`config.mk`:
```
export PLATFORM = sky130hd
export DESIGN_NAME = vvfm_back
export DESIGN_NICKNAME = d
export VERILOG_FILES = /design/src/rtl/vvfm_pkg.sv /design/src/rtl/vvfm_back.sv
export SDC_FILE = /design/constraint.sdc
export NUM_CORES = 1
export LEC_CHECK = 0
export BUFFER_PORTS_ARGS = -buffer_cell sky130_fd_sc_hd__buf_2
export CAP_MARGIN = 40
export CORE_MARGIN = 2
export CORE_UTILIZATION = 45
export CTS_BUF_LIST = sky130_fd_sc_hd__clkbuf_4 sky130_fd_sc_hd__clkbuf_8 sky130_fd_sc_hd__clkbuf_16
export DETAILED_ROUTE_END_ITERATION = 6
export MAX_ROUTING_LAYER = met4
export PLACE_DENSITY_LB_ADDON = 0.2
export SLEW_MARGIN = 10
export SYNTH_ARGS = -nofsm -noshare
export SYNTH_HDL_FRONTEND = slang
export SYNTH_SLANG_ARGS = --single-unit
```
`constraint.sdc`:
```
create_clock -name clk -period 4.2 [get_ports clk]
set_clock_uncertainty 0.05 [all_clocks]
set_input_delay 0.21 -clock clk [delete_from_list [all_inputs] [get_ports clk]]
set_output_delay 0.21 -clock clk [all_outputs]
set_load 0.03 [all_outputs]
```
`src/rtl/vvfm_pkg.sv`:
```
// Shared types and constants of the visible-face mesher.
package vvfm_pkg;

  localparam int unsigned WIDTH_CELLS_DEF  = 16;
  localparam int unsigned HEIGHT_CELLS_DEF = 256;
  localparam int unsigned DEPTH_CELLS_DEF  = 16;

  localparam int unsigned QUEUE_DEPTH = 2;
  localparam int unsigned FACE_COUNT  = 6;
  localparam int unsigned KIND_W      = 2;

  localparam logic        CMD_WRITE = 1'b0;
  localparam logic        CMD_MESH  = 1'b1;
  localparam logic [1:0]  KIND_AIR  = 2'd0;

  localparam logic [2:0]  FACE_PX = 3'd0;
  localparam logic [2:0]  FACE_NX = 3'd1;
  localparam logic [2:0]  FACE_PY = 3'd2;
  localparam logic [2:0]  FACE_NY = 3'd3;
  localparam logic [2:0]  FACE_PZ = 3'd4;
  localparam logic [2:0]  FACE_NZ = 3'd5;

  typedef struct packed {
    logic       command;
    logic [3:0] in_x;
    logic [7:0] in_y;
    logic [3:0] in_z;
    logic [1:0] in_kind;
  } in_beat_t;

  typedef struct packed {
    logic [3:0] out_x;
    logic [7:0] out_y;
    logic [3:0] out_z;
    logic [2:0] face_dir;
    logic [1:0] out_kind;
    logic       face_valid;
    logic       last;
  } out_beat_t;

  typedef struct packed {
    in_beat_t                beat;
    logic                    in_chunk;
    logic [FACE_COUNT-1:0]   edge_hit;
  } cmd_entry_t;

endpackage

```
`src/rtl/vvfm_back.sv`:
```
// Command execution: store writes, seven-cell neighbour reads and face emission.
module vvfm_back #(
  parameter int unsigned WIDTH_CELLS  = vvfm_pkg::WIDTH_CELLS_DEF,
  parameter int unsigned HEIGHT_CELLS = vvfm_pkg::HEIGHT_CELLS_DEF,
  parameter int unsigned DEPTH_CELLS  = vvfm_pkg::DEPTH_CELLS_DEF
) (
  input  logic                   clk,
  input  logic                   rst_n,
  input  logic                   head_vld,
  input  vvfm_pkg::cmd_entry_t   head,
  output logic                   pop,
  output logic                   ram_we,
  output logic [$clog2(WIDTH_CELLS)+$clog2(HEIGHT_CELLS)+$clog2(DEPTH_CELLS)-1:0] ram_addr,
  output logic [vvfm_pkg::KIND_W-1:0] ram_wdata,
  input  logic [vvfm_pkg::KIND_W-1:0] ram_rdata,
  output logic                   out_strobe,
  output vvfm_pkg::out_beat_t    out_beat
);
  import vvfm_pkg::*;

  localparam int unsigned XW = $clog2(WIDTH_CELLS);
  localparam int unsigned YW = $clog2(HEIGHT_CELLS);
  localparam int unsigned ZW = $clog2(DEPTH_CELLS);
  localparam int unsigned AW = XW + YW + ZW;

  localparam logic [1:0] ST_IDLE  = 2'd0;
  localparam logic [1:0] ST_READ  = 2'd1;
  localparam logic [1:0] ST_FACES = 2'd2;
  localparam logic [1:0] ST_AIR   = 2'd3;

  localparam logic [2:0] IDX_CENTER = 3'd0;
  localparam logic [2:0] IDX_LAST   = 3'd6;
  localparam logic [2:0] IDX_DONE   = 3'd7;

  logic [1:0]            state_r, state_nxt;
  cmd_entry_t            cur_r, cur_nxt;
  logic [2:0]            rd_idx_r, rd_idx_nxt;
  logic                  ret_vld_r, ret_vld_nxt;
  logic [2:0]            ret_idx_r, ret_idx_nxt;
  logic [KIND_W-1:0]     kind_r, kind_nxt;
  logic [FACE_COUNT-1:0] mask_r, mask_nxt;
  logic                  issue;
  logic [31:0]           cx, cy, cz, nx, ny, nz;
  logic [2:0]            face_bit;
  logic [2:0]            sel_dir;
  logic [FACE_COUNT-1:0] rest;

  function automatic logic [AW-1:0] cell_addr(logic [31:0] x, logic [31:0] y, logic [31:0] z);
    return {x[XW-1:0], y[YW-1:0], z[ZW-1:0]};
  endfunction

  assign issue = (state_r == ST_READ) && (rd_idx_r != IDX_DONE);
  assign pop   = (state_r == ST_IDLE) && head_vld;

  always_comb begin
    cx = 32'(cur_r.beat.in_x);
    cy = 32'(cur_r.beat.in_y);
    cz = 32'(cur_r.beat.in_z);
    nx = cx;
    ny = cy;
    nz = cz;
    unique case (rd_idx_r)
      3'd1:    nx = cx + 32'd1;
      3'd2:    nx = cx - 32'd1;
      3'd3:    ny = cy + 32'd1;
      3'd4:    ny = cy - 32'd1;
      3'd5:    nz = cz + 32'd1;
      3'd6:    nz = cz - 32'd1;
      default: ;
    endcase
  end

  always_comb begin
    ram_wdata = head.beat.in_kind;
    ram_we    = pop && (head.beat.command == CMD_WRITE) && head.in_chunk;
    if (state_r == ST_IDLE) begin
      ram_addr = cell_addr(32'(head.beat.in_x), 32'(head.beat.in_y), 32'(head.beat.in_z));
    end else begin
      ram_addr = cell_addr(nx, ny, nz);
    end
  end

  always_comb begin
    sel_dir = FACE_PX;
    for (int i = FACE_COUNT - 1; i >= 0; i--) begin
      if (mask_r[i]) begin
        sel_dir = 3'(i);
      end
    end
    rest = mask_r & ~(FACE_COUNT'(1) << sel_dir);
  end

  always_comb begin
    state_nxt   = state_r;
    cur_nxt     = cur_r;
    rd_idx_nxt  = rd_idx_r;
    kind_nxt    = kind_r;
    mask_nxt    = mask_r;
    ret_vld_nxt = issue;
    ret_idx_nxt = rd_idx_r;
    face_bit    = 3'(ret_idx_r - 3'd1);
    out_strobe  = 1'b0;
    out_beat.out_x      = cur_r.beat.in_x;
    out_beat.out_y      = cur_r.beat.in_y;
    out_beat.out_z      = cur_r.beat.in_z;
    out_beat.face_dir   = FACE_PX;
    out_beat.out_kind   = KIND_AIR;
    out_beat.face_valid = 1'b0;
    out_beat.last       = 1'b1;
    unique case (state_r)
      ST_IDLE: begin
        if (pop) begin
          cur_nxt    = head;
          rd_idx_nxt = IDX_CENTER;
          mask_nxt   = '0;
          if (head.beat.command == CMD_MESH) begin
            state_nxt = head.in_chunk ? ST_READ : ST_AIR;
          end
        end
      end
      ST_READ: begin
        if (issue) begin
          rd_idx_nxt = rd_idx_r + 3'd1;
        end
        if (ret_vld_r) begin
          if (ret_idx_r == IDX_CENTER) begin
            kind_nxt = ram_rdata;
            if (ram_rdata == KIND_AIR) begin
              state_nxt = ST_AIR;
            end
          end else begin
            mask_nxt[face_bit] = cur_r.edge_hit[face_bit] || (ram_rdata == KIND_AIR);
            if (ret_idx_r == IDX_LAST) begin
              state_nxt = (mask_nxt != '0) ? ST_FACES : ST_IDLE;
            end
          end
        end
      end
      ST_FACES: begin
        out_strobe          = 1'b1;
        out_beat.face_dir   = sel_dir;
        out_beat.out_kind   = kind_r;
        out_beat.face_valid = 1'b1;
        out_beat.last       = (rest == '0);
        mask_nxt            = rest;
        if (rest == '0) begin
          state_nxt = ST_IDLE;
        end
      end
      ST_AIR: begin
        out_strobe = 1'b1;
        state_nxt  = ST_IDLE;
      end
      default: state_nxt = ST_IDLE;
    endcase
  end

  always_ff @(posedge clk) begin
    if (!rst_n) begin
      state_r   <= ST_IDLE;
      ret_vld_r <= 1'b0;
    end else begin
      state_r   <= state_nxt;
      ret_vld_r <= ret_vld_nxt;
    end
  end

  always_ff @(posedge clk) begin
    cur_r     <= cur_nxt;
    rd_idx_r  <= rd_idx_nxt;
    ret_idx_r <= ret_idx_nxt;
    kind_r    <= kind_nxt;
    mask_r    <= mask_nxt;
  end

  a_write_idle: assert property (@(posedge clk) disable iff (!rst_n)
    ram_we |-> (state_r == ST_IDLE))
    else $error("store written while a mesh command is in flight");

  a_face_solid: assert property (@(posedge clk) disable iff (!rst_n)
    (out_strobe && out_beat.face_valid) |-> (out_beat.out_kind != KIND_AIR))
    else $error("face reported for an air cell");

  a_last_gap: assert property (@(posedge clk) disable iff (!rst_n)
    (out_strobe && out_beat.last) |=> !out_strobe)
    else $error("result followed the last result of a command");

  a_faces_pending: assert property (@(posedge clk) disable iff (!rst_n)
    (state_r == ST_FACES) |-> (mask_r != '0))
    else $error("face emission with no exposed face left");

endmodule
```
==> qor.json <==
{
  "power": {
    "power_density_nw_per_um2": 893.7,
    "netSwitchingFraction_pct": 51.83,
    "power.sequential.fraction_pct": 24.6,
    "p_clk_share_pct": 8.5,
    "peak_ir_drop_on_the_vdd_network_mv": 0.5021,
    "total_leakage_power_nw": 1.511,
    "internal-power_mw": 1.437,
    "power_frac_comb_pct": 66.9,
    "p_sw_mw": 1.546
  },
  "layout": {
    "num-nets-final": 421,
    "n_fill_cell": 596,
    "area_growth_pct": 13.19,
    "antennaDiodeCount": 0,
    "layout.area.seq_um2": 1111,
    "multi_input_area_um2": 1578,
    "drive_above_1_share_pct": 26.03,
    "stdcell_count": 442
  },
  "die": {
    "fp.dieArea_um2": 7217,
    "die_w_um": 84.96,
    "fp.dieH_um": 84.96,
    "core.rowCount": 29,
    "design.core.area_um2": 6350,
    "io_pins": 75,
    "start_util_pct": 46.44
  },
  "global_route": {
    "grt_start_max_net_pins": 27,
    "grt_antenna_before_repair": 0,
    "globalRouteOverflowTotal": 0,
    "track_usage_pct": 18.07,
    "grt_pass1_wl_um": 10280,
    "grt_pass1_vias": 2250
  },
  "cts": {
    "clock-root-buffer": "clkbuf_8",
    "htree_num_levels": 2,
    "clk_transition_reported_paths_ns": 0.08,
    "clockBufferDepth": 2,
    "post_cts_hold_buffer_count": 0,
    "cts_inserted_buffers": 5,
    "tritoncts_num_sinks": 39,
    "resized_gates_after_cts": 0,
    "post_cts.repair.setup_buffers": 0,
    "clk_latency_ns": 0.29,
    "cts_tree": "yes"
  },
  "critical_path": {
    "setup.reg_to_reg.worst_slack_ns": 1.13,
    "critical-path-top-delay-family": "compound AO/OA/AOI/OAI gates",
    "endpoint_kind_of_the_worst_setup_timing_path": "output pin",
    "rr_worst_depth": 8,
    "crit_type": "flop to output pin",
    "setup.worst_path.start": "rd_idx_r[0]",
    "worst_path_largest_cell_delay_ns": 0.46,
    "worstPathArrival_ns": 3.21,
    "worstReg2RegEnd": "state_r[1]",
    "worst_setup_sp_type": "flop",
    "cp-endpoint": "ram_addr[11]",
    "cp_num_buf_inv": 3,
    "cp_cell_sequence": "inv_1 -> ha_1 -> nand2_1 -> inv_1 -> ha_1 -> a21oi_1 -> o211ai_1 -> a2111oi_0 -> nor3_1 -> or4_1 -> o2111ai_1 -> buf_2",
    "r2r-start": "ret_idx_r[0]",
    "worst_ep_required_time_ns": 3.94,
    "critical_path_depth": 12,
    "timing.critical_path.fanout_max": 7,
    "cp_slowest_cell": "edfxtp_1"
  },
  "sta": {
    "max_clock_freq_mhz": 288.2,
    "fin_tns_setup_ns": 0,
    "timing.final.crit_period_ns": 3.470,
    "tightest_slew_ns": 0.8054,
    "setup_repair_after_global_routing_missed_its_margin": "no",
    "timing.final.max_slew_violations": 0,
    "final-setup-viol-count": 0,
    "max-slew-margin-rel_pct": 46.11,
    "hold_viol_final": 0,
    "part_of_the_cycle_the_worst_path_needs_pct": 82.61
  },
  "logic_synthesis": {
    "synth_xor_xnor_area_share_pct": 4.412,
    "largest_family_of_logic_cells_by_synthesized_area": "compound AO/OA/AOI/OAI gates",
    "dominantRegCellSynth": "edfxtp_1",
    "synth-simple-area-share_pct": 15.91,
    "cell_area_synth_um2": 2949,
    "post_synthesis_area_per_instance_um2": 9.392,
    "synth_compound_gate_area_share_pct": 16.63,
    "yosys.area_share.adder_pct": 12.13,
    "synth_warnings": 0,
    "synthesized_net_count": 371,
    "muxShareOfSynthArea_pct": 4.412,
    "synth_sequential_area_ratio_pct": 37.68,
    "ys_ff_latch": 39,
    "synth_cells": 314,
    "synth_enable_flop_cells": 33,
    "synth_async_sr_flop_share_pct": 0,
    "synth.distinct_cells": 57
  },
  "place": {
    "place.detailed.hpwl_um": 4665,
    "io_buffers": 70,
    "finalWeightedCongestion": 0.9109,
    "placed_cells": 434
  },
  "drt": {
    "number_of_iterations_in_the_first_detailed_routing_pass": 4,
    "post_detailed_routing_wire_length_um": 6153,
    "wire_per_inst_um": 13.92,
    "antenna_left": 0,
    "drt_drc_violations_left": 0,
    "num_vias": 2321,
    "viasPerCell": 5.251,
    "number_of_violations_reported_at_the_end_of_detailed_routing_iteration_0": 100
  },
  "run_status": {
    "run_status": "finished clean"
  },
  "job": {
    "cap_violations": 0
  },
  "hold_path": {
    "hp-class": "input pin to flop"
  }
}
==> per-stage QoR <==
step           instance area, um2  utilization [%]  power [mW]  setup slack (ns)  hold WS [ns]
6_report                     3338            52.57       2.983            0.7304       0.03951
3_5_place_dp                 3254            51.25       2.730             1.041        0.3388
3_3_place_gp                 3222            50.74       2.662             1.105        0.3382
5_1_grt                      3338            52.57       3.242            0.3988       0.02679
2_1_floorplan                2949                -       2.271             1.322        0.2589
4_1_cts                      3338            52.57       3.002            0.6803       0.02923
==> final cells by class <==
type	instances	share of cell area, %
Timing Repair Buffer	73	11.69
Clock buffer	5	2.061
Sequential cell	39	33.28
Inverter	21	2.361
Clock inverter	3	0.4498
Multi-Input combinational cell	224	47.26
Tap cell	77	2.886
==> sequential cells by signal, summed over array words and instances, names as in the netlist <==
| name | flops |
|---|---|
| kind_r | 2 |
| ret_vld_r | 1 |
| ret_idx_r | 3 |
| mask_r | 6 |
| state_r | 2 |
| out_beat | 16 |
| cur_r | 6 |
| rd_idx_r | 3 |
==> worst min path at each step <==
stage	slack [ns]	startpoint	to	depth (start not counted)
finish	0.04	head[5]	cur_r[5]	1
global route	0.03	head[5]	cur_r[5]	1
CTS	0.03	head[5]	cur_r[5]	1
detailed placement	0.34	head[5]	cur_r[5]	1
global placement	0.34	head[3]	cur_r[3]	1
floorplan	0.26	head[0]	cur_r[0]	0
==> layer usage <==
metal	vias to the layer above	routed length, um	GRT usage (%)
met2	63	2962	29.33
met5	-	0	-
met3	12	275	3.307
li1	1194	-	-
met1	1052	2806	23.10
met4	0	108	5.339
==> worst register-to-register path, stage by stage, from the launching register on <==
cell	delay (ns)
dfxtp_1	0.59
inv_1	0.23
ha_1	0.30
xnor2_1	0.43
nor2_2	0.09
a2111o_1	0.39
a211o_1	0.29
a211o_1	0.26
o311a_1	0.34
==> power by group through the flow <==
stage	Sequential, mW	Combinational [mW]	Clock [mW]
after CTS	0.731	2.01	0.264
after global routing	0.754	2.21	0.277
after floorplan	0.676	1.60	0
after detailed placement	0.741	1.99	0
after global placement	0.738	1.92	0
final	0.733	2.00	0.253
==> kinds of logic after synthesis <==
| logic type | Yosys count |
|---|---|
| AND/OR/NAND/NOR | 96 |
| XOR/XNOR | 14 |
| flip-flops | 39 |
| multiplexers | 12 |
| adder cells (fa/ha/maj) | 27 |
| buffers and inverters | 51 |
| AO/OA/AOI/OAI | 75 |
==> cell usage after synthesis, types with 4 or more instances <==
master / count / area [um2]
mux2i_1: 4 / 40.04
nor2b_1: 6 / 37.54
buf_4: 18 / 135.1
dfxtp_1: 6 / 120.1
a21oi_1: 14 / 70.07
a211oi_1: 4 / 30.03
inv_1: 21 / 78.83
xor2_1: 6 / 52.55
nor2_1: 22 / 82.58
clkbuf_1: 11 / 41.29
and2_1: 6 / 37.54
a21boi_0: 5 / 37.54
edfxtp_1: 33 / 991.0
xnor2_1: 7 / 61.31
mux2_2: 8 / 90.09
ha_1: 23 / 287.8
nand2b_1: 6 / 37.54
nor3_1: 4 / 20.02
o21ai_0: 24 / 120.1
nand2_1: 32 / 120.1
==> layout by cell type, fill, tap and decap left out, drive strengths merged, types with 3 or more instances in the layout <==
| cell | Yosys | routed |
|---|---|---|
| mux2i | 4 | 4 |
| a21boi | 5 | 5 |
| a21oi | 14 | 14 |
| clkinv | 0 | 3 |
| o211ai | 3 | 3 |
| and2 | 6 | 6 |
| nand2b | 6 | 6 |
| xor2 | 7 | 7 |
| edfxtp | 33 | 33 |
| nor2 | 24 | 24 |
| nand2 | 32 | 32 |
| a211oi | 4 | 4 |
| o21ai | 25 | 25 |
| mux2 | 8 | 8 |
| fa | 3 | 3 |
| nor3 | 4 | 4 |
| nand3 | 3 | 3 |
| xnor2 | 7 | 7 |
| inv | 21 | 21 |
| ha | 23 | 23 |
| and3 | 3 | 3 |
| clkbuf | 11 | 5 |
| nor2b | 6 | 6 |
| buf | 19 | 73 |
| dfxtp | 6 | 6 |
No activity file was read; power rests on OpenSTA's default activity.
